$ cat config.mk
export PLATFORM = sky130hd
export DESIGN_NAME = psg_div
export DESIGN_NICKNAME = d
export VERILOG_FILES = /design/src/hw/rtl/psg_pkg.sv /design/src/hw/rtl/psg_div.sv
export SDC_FILE = /design/constraint.sdc
export NUM_CORES = 2
export LEC_CHECK = 0
export BUFFER_PORTS_ARGS = -buffer_cell sky130_fd_sc_hd__buf_2
export CAP_MARGIN = 20
export CORE_ASPECT_RATIO = 0.9
export CORE_MARGIN = 2
export CORE_UTILIZATION = 25
export DETAILED_ROUTE_END_ITERATION = 7
export HOLD_SLACK_MARGIN = 0.15
export PLACE_DENSITY_LB_ADDON = 0.08
export SYNTH_ARGS = -nofsm -noshare
export SYNTH_HDL_FRONTEND = slang
export SYNTH_SLANG_ARGS = --single-unit
$ cat constraint.sdc
create_clock -name clk_i -period 4.2 [get_ports clk_i]
set_input_delay 0.84 -clock clk_i [delete_from_list [all_inputs] [get_ports clk_i]]
set_output_delay 0.84 -clock clk_i [all_outputs]
set_load 0.01 [all_outputs]
$ cat src/hw/rtl/psg_pkg.sv
// ----------------------------------------------------------------------------
// psg_pkg
// Shared constants and types of the point vs segment geometry block.
// ----------------------------------------------------------------------------
`timescale 1ns / 1ps

package psg_pkg;

  localparam int COORD_WIDTH_DEF = 16;
  localparam int FRAC_BITS       = 8;
  localparam int CFG_IDX_W       = 2;

  typedef enum logic [CFG_IDX_W-1:0] {
    CFG_START_X = 2'd0,
    CFG_START_Y = 2'd1,
    CFG_END_X   = 2'd2,
    CFG_END_Y   = 2'd3
  } cfg_idx_e;

  localparam logic [1:0] SIDE_ON    = 2'b00;
  localparam logic [1:0] SIDE_LEFT  = 2'b01;
  localparam logic [1:0] SIDE_RIGHT = 2'b11;

  typedef struct packed {
    logic [1:0] side;
    logic       on_seg;
    logic       degen;
    logic       use_end;
    logic       neg_x;
    logic       neg_y;
  } flags_t;

  // request-to-result latency in cycles
  function automatic int pipe_latency(input int w);
    return w + 8;
  endfunction

endpackage

$ cat src/hw/rtl/psg_div.sv
// ----------------------------------------------------------------------------
// psg_div
// Pipelined restoring divider with a bounded quotient, one bit per stage.
// ----------------------------------------------------------------------------
`timescale 1ns / 1ps

module psg_div
  import psg_pkg::*;
#(
  parameter int COORD_WIDTH = COORD_WIDTH_DEF
) (
  input  logic                       clk_i,
  input  logic [3*COORD_WIDTH+4:0]   n_i,
  input  logic [2*COORD_WIDTH:0]     l_i,
  output logic [COORD_WIDTH+2:0]     q_o
);

  localparam int K  = COORD_WIDTH + 3;
  localparam int ND = 3 * COORD_WIDTH + 5;
  localparam int LW = 2 * COORD_WIDTH + 1;

  logic [ND-1:0] rem_in [K];
  logic [LW-1:0] l_in   [K];
  logic [K-1:0]  q_in   [K];

  logic [ND-1:0] rem_q [K];
  logic [LW-1:0] l_q   [K];
  logic [K-1:0]  q_q   [K];

  for (genvar j = 0; j < K; j++) begin : g_stage
    localparam int B = K - 1 - j;
    logic [ND-1:0] sub;
    logic          ge;

    if (j == 0) begin : g_first
      assign rem_in[j] = n_i;
      assign l_in[j]   = l_i;
      assign q_in[j]   = '0;
    end else begin : g_next
      assign rem_in[j] = rem_q[j-1];
      assign l_in[j]   = l_q[j-1];
      assign q_in[j]   = q_q[j-1];
    end

    assign sub = ND'(l_in[j]) << B;
    assign ge  = (rem_in[j] >= sub);

    always_ff @(posedge clk_i) begin
      l_q[j]   <= l_in[j];
      rem_q[j] <= ge ? (rem_in[j] - sub) : rem_in[j];
      q_q[j]   <= ge ? (q_in[j] | (K'(1) << B)) : q_in[j];
    end
  end

  assign q_o = q_q[K-1];

endmodule

======== Yosys cells after proc, flatten, opt, wreduce, memory -nomap -nowiden ========
Memory sizes are Yosys's and may differ from the RTL's.
Index checks and enable logic that the tools add are counted.
word-level totals
  flip-flop bits (word level) ............. 0
  bits in writable memories ............... 1995
  input bits .............................. 87
  output and inout port bits .............. 19
  memories kept ........................... 3
memories
  memory  depth  bits a word  rd ports  clocked after Yosys merged registers in  write ports  line           text
  rem_q   19     53           18        0                                        19           psg_div.sv:26  logic [ND-1:0] rem_q [K];
  l_q     19     33           18        0                                        19           psg_div.sv:27  logic [LW-1:0] l_q [K];
  q_q     19     19           19        0                                        19           psg_div.sv:28  logic [K-1:0] q_q [K];
cells by class
  add/sub/neg operators ................... 19
  $lt $le $gt $ge ......................... 19
  multiplexer cells ....................... 38
operator list
  operator          count
  $mux 53           19
  $ge 53x33->1      1
  $ge 53x34->1      1
  $ge 53x35->1      1
  $ge 53x36->1      1
  $ge 53x37->1      1
  $ge 53x38->1      1
  $ge 53x39->1      1
  $ge 53x40->1      1
  $ge 53x41->1      1
  $ge 53x42->1      1
  $ge 53x43->1      1
  $ge 53x44->1      1
  $ge 53x45->1      1
  $ge 53x46->1      1
  $ge 53x47->1      1
  $ge 53x48->1      1
  $ge 53x49->1      1
  $ge 53x50->1      1
  $ge 53x51->1      1
  $sub 53x33->53    1
  $sub 53x34->53    1
  $sub 53x35->53    1
  $sub 53x36->53    1
  34 further kinds  34

======== Longest topological paths before layout ========
An unclocked memory read counts as a cell.
  word-level depth ........................ 3
  mapped depth ............................ 17
  mapped depth without buffers ............ 15

======== Least setup slack after synthesis ========
OpenSTA, ideal clock, no wires.
  path kind ............................... input to register
  from .................................... input port l_i[12]
  to ...................................... memory rem_q[0][21] (netlist name)
  data arrival time ....................... 3711 ps
  setup slack ............................. 368 ps
  stages on the path ...................... 12
  cells stage by stage .................... inv_1 > ha_1 > a21o_1 > a21o_1 > a2111oi_0 > o221ai_1 > a41oi_1 > o21ai_1 > or2_2 > a41oi_1 > buf_2 > mux2_2
RTL lines
  element             line           text
  start: declaration  psg_div.sv:14  input logic [2*COORD_WIDTH:0] l_i,
  end: declaration    psg_div.sv:26

==> impl_metrics.yaml <==
final_layout:
  fin_nets: 10300
  instances_no_fill: 14000
  area_delta_synth_final_pct: 20.1
  drive_above_1_share_pct: 10.4
  fillerInstances: 33800
sta:
  holdWs_ps: 238
  fin_crit_sh_pct: 98.3
  hold_viol: 0
  max_freq_mhz: 242
  fin_skew_ps: 134
  drv_slew: 0
  setup_slack_ps: 70.1
  rsz0062_at_grt: "no"
  setup_violations: 0
  setup_tns_ps: 0
  fin_crit_ps: 4130
  tightest_slew_ps: 1140
  relSlewSlack_pct: 23.7
clock_network:
  numCtsBuffers: 209
  h-tree-depth: 4
  clk_latency_ps: 920
  ctsRootBufferMaster: "clkbuf_16"
  cts_tree: "yes"
  clock_sinks: 1738
  clk_pin_slew_worst_paths_ps: 60
  clockBufferDepth: 4
routing:
  wl_um: 273000
  drt_iter0_markers: 4540
  drtPass1Iterations: 5
  route.detailed.drc: 0
  via_per_inst: 4.63
  ant_nets: 0
  avgRoutedWirePerCell_um: 19.5
  vias: 64800
grt:
  antenna_found_initial: 23
  grt_pass1_wl_um: 412000
  grt.busiest_layer: "met1"
  use_met2_pct: 22.3
  met1_usage_pct: 25.2
  gr-usage-met3_pct: 4.18
  overflow: 0
  groute.usage.overall_pct: 16.4
  grt_max_degree: 56
  grt_pass1_vias: 64000
logic_synthesis:
  synth_most_common_cell: "dfxtp_1"
  async_flop_share_pct: 0
  synth_top_cell_by_area: "dfxtp_1"
  synth_ff_type: "dfxtp_1"
  synth_area_leaders: "dfxtp_1, ha_1, a21oi_1, xnor2_1, o21ai_0"
  yosysSeqAreaShare_pct: 43.1
  synth_edf_count: 0
  yosysWarningCount: 0
  mappedNetlistArea_um2: 80700
  yosysTopAreaCellShare_pct: 43.1
  ys_top_cells_by_count: "dfxtp_1, inv_1, a21oi_1, nand2_1, ha_1"
  synth_cells: 9032
  ys_types: 100
  synthesis.nets: 9764
  syn_avg_cell_area_um2: 8.93
  yosys_register_bits: 1738
min_path:
  hold_path.class: "in -> reg"
setup_path:
  critPathRequiredTime_ps: 4960
  crit_path_top_delay_cell: "a2111o_1"
  path_cells: "ha_1 -> and4_1 -> nand4_1 -> or2_0 -> a2111o_1 -> a211oi_4 -> a31oi_1 -> o21a_1 -> a2111oi_0 -> buf_4 -> xor2_1"
  endpoint_kind: "flop"
  r2r_slack_ps: 70
  arrival_ps: 4890
  worstSetupPathType: "reg -> reg"
  worstPathMaxFanout: 6
  slowest_delay_ps: 480
  worst_setup_path_start_kind: "flop"
power:
  p_leak_nw: 42.6
  peakVddDrop_v: 0.000360
  pwr_density_cell_nw_per_um2: 828
floorplan:
  die-area_um2: 327000
  initial_core_util_pct: 25.2
  rows: 197
  io_pins: 106
  die_height_um: 543
  coreArea_um2: 320000
  die_w_um: 603
place:
  numPlacedInstances: 13500
  portBuffers: 105
  gp_congestion: 0.876
  hpwl_um: 223000
  pre_cts_ws_ps: -163
run_status:
  outcome: "completed"
job:
  cap_violations: 0
## worst paths after layout
kind,cells after the start,startpoint,to
setup / recovery,11,rem_q[5][23],rem_q[6][48]
hold / removal,2,l_i[12],l_q[0][12]
setup reg to reg,11,rem_q[5][23],rem_q[6][48]
hold reg to reg,0,l_q[2][4],l_q[3][4]
## power by group
part	switching (mW)	internal, mW	leakage, nW	total (mW)
Sequential	3.94	21.3	14.6	25.2
Clock	7.42	11.3	3.49	18.8
Combinational	20.8	15.4	24.5	36.2
Total	32.2	48.0	42.6	80.2
## metrics by stage
step	utilization, %	power [mW]	cell area [um^2]
global route	30.2	86.4	96800
floorplan	-	48.6	80700
finish	30.2	80.2	96800
CTS	30.1	80.7	96600
global placement	27.7	61.4	88700
detailed placement	27.7	61.2	88700
## routing by layer
| metal | share of wire [%] | vias to the layer above |
|---|---|---|
| li1 | - | 32500 |
| met1 | 53 | 30500 |
| met2 | 37 | 1401 |
| met3 | 7.1 | 319 |
| met4 | 2.1 | 10 |
| met5 | 0.054 | - |
## registers in the layout (all words and copies together), names as in the netlist
name   flops
rem_q    954
q_q      190
l_q      594
## logic make-up after synthesis
kind of cell             synth area share [%]
AND/OR/NAND/NOR                          14.8
AO/OA/AOI/OAI                            18.3
flip-flops                               43.1
buffers and inverters                    5.02
XOR/XNOR                                 7.40
adder cells (fa/ha/maj)                  10.2
multiplexers                             1.16
## worst max-delay path, delay by kind of cell (launching register included)
family,cells,cell delay [ps]
adders and majority gates,1,390
xor gates and xnor gates,1,220
AOI/OAI and AO/OA,5,1870
buffers and inverters,1,180
DFF,1,330
and+or+nand+nor,3,970
## cell type report
cell class	count	area (um^2)	area share, %
antenna	3	7.51	0.00775
clock buffer	283	5880	6.07
clock inverter	92	1260	1.30
inverter	794	2980	3.08
multi-input combinational	6230	42100	43.5
sequential	1738	34800	35.9
tap	4278	5350	5.53
timing repair buffer	558	4420	4.57
## layout by cell type (no fill, tap or decap), types with 35 or more instances in the layout
cell type | synthesis | routed
clkbuf_16 | 0 | 211
o21a_1 | 107 | 105
a211oi_1 | 65 | 58
buf_4 | 5 | 352
o31ai_1 | 55 | 49
clkinv_2 | 0 | 39
nand2b_1 | 110 | 110
a21oi_1 | 763 | 762
nand2_1 | 736 | 736
dlygate4sd3_1 | 0 | 74
nor4_1 | 108 | 101
o21ai_0 | 621 | 611
nand4_1 | 136 | 136
nand3_1 | 145 | 144
and3_1 | 67 | 67
clkbuf_1 | 223 | 38
buf_2 | 24 | 106
a31oi_1 | 64 | 64
inv_1 | 788 | 788
o21bai_1 | 81 | 81
nor3_1 | 144 | 144
xnor2_1 | 355 | 355
a21o_1 | 345 | 345
nor2b_1 | 93 | 93
nor2_1 | 582 | 580
xor2_1 | 326 | 326
mux2_2 | 71 | 71
ha_1 | 627 | 627
or4_1 | 49 | 48
or3_1 | 66 | 66
clkbuf_8 | 0 | 35
dfxtp_1 | 1738 | 1738
or2_2 | 35 | 35
## what timing repair did
action / in CTS / in global routing
gates cloned: 0 / 1
setup buffers: 0 / 1
pin swaps: 0 / 4
resized for setup: 7 / 46
hold endpoints to repair: 74 / 0
endpoints found under the setup margin: 60 / 191
hold buffers: 74 / 0
(Power assumes the default switching activity.)
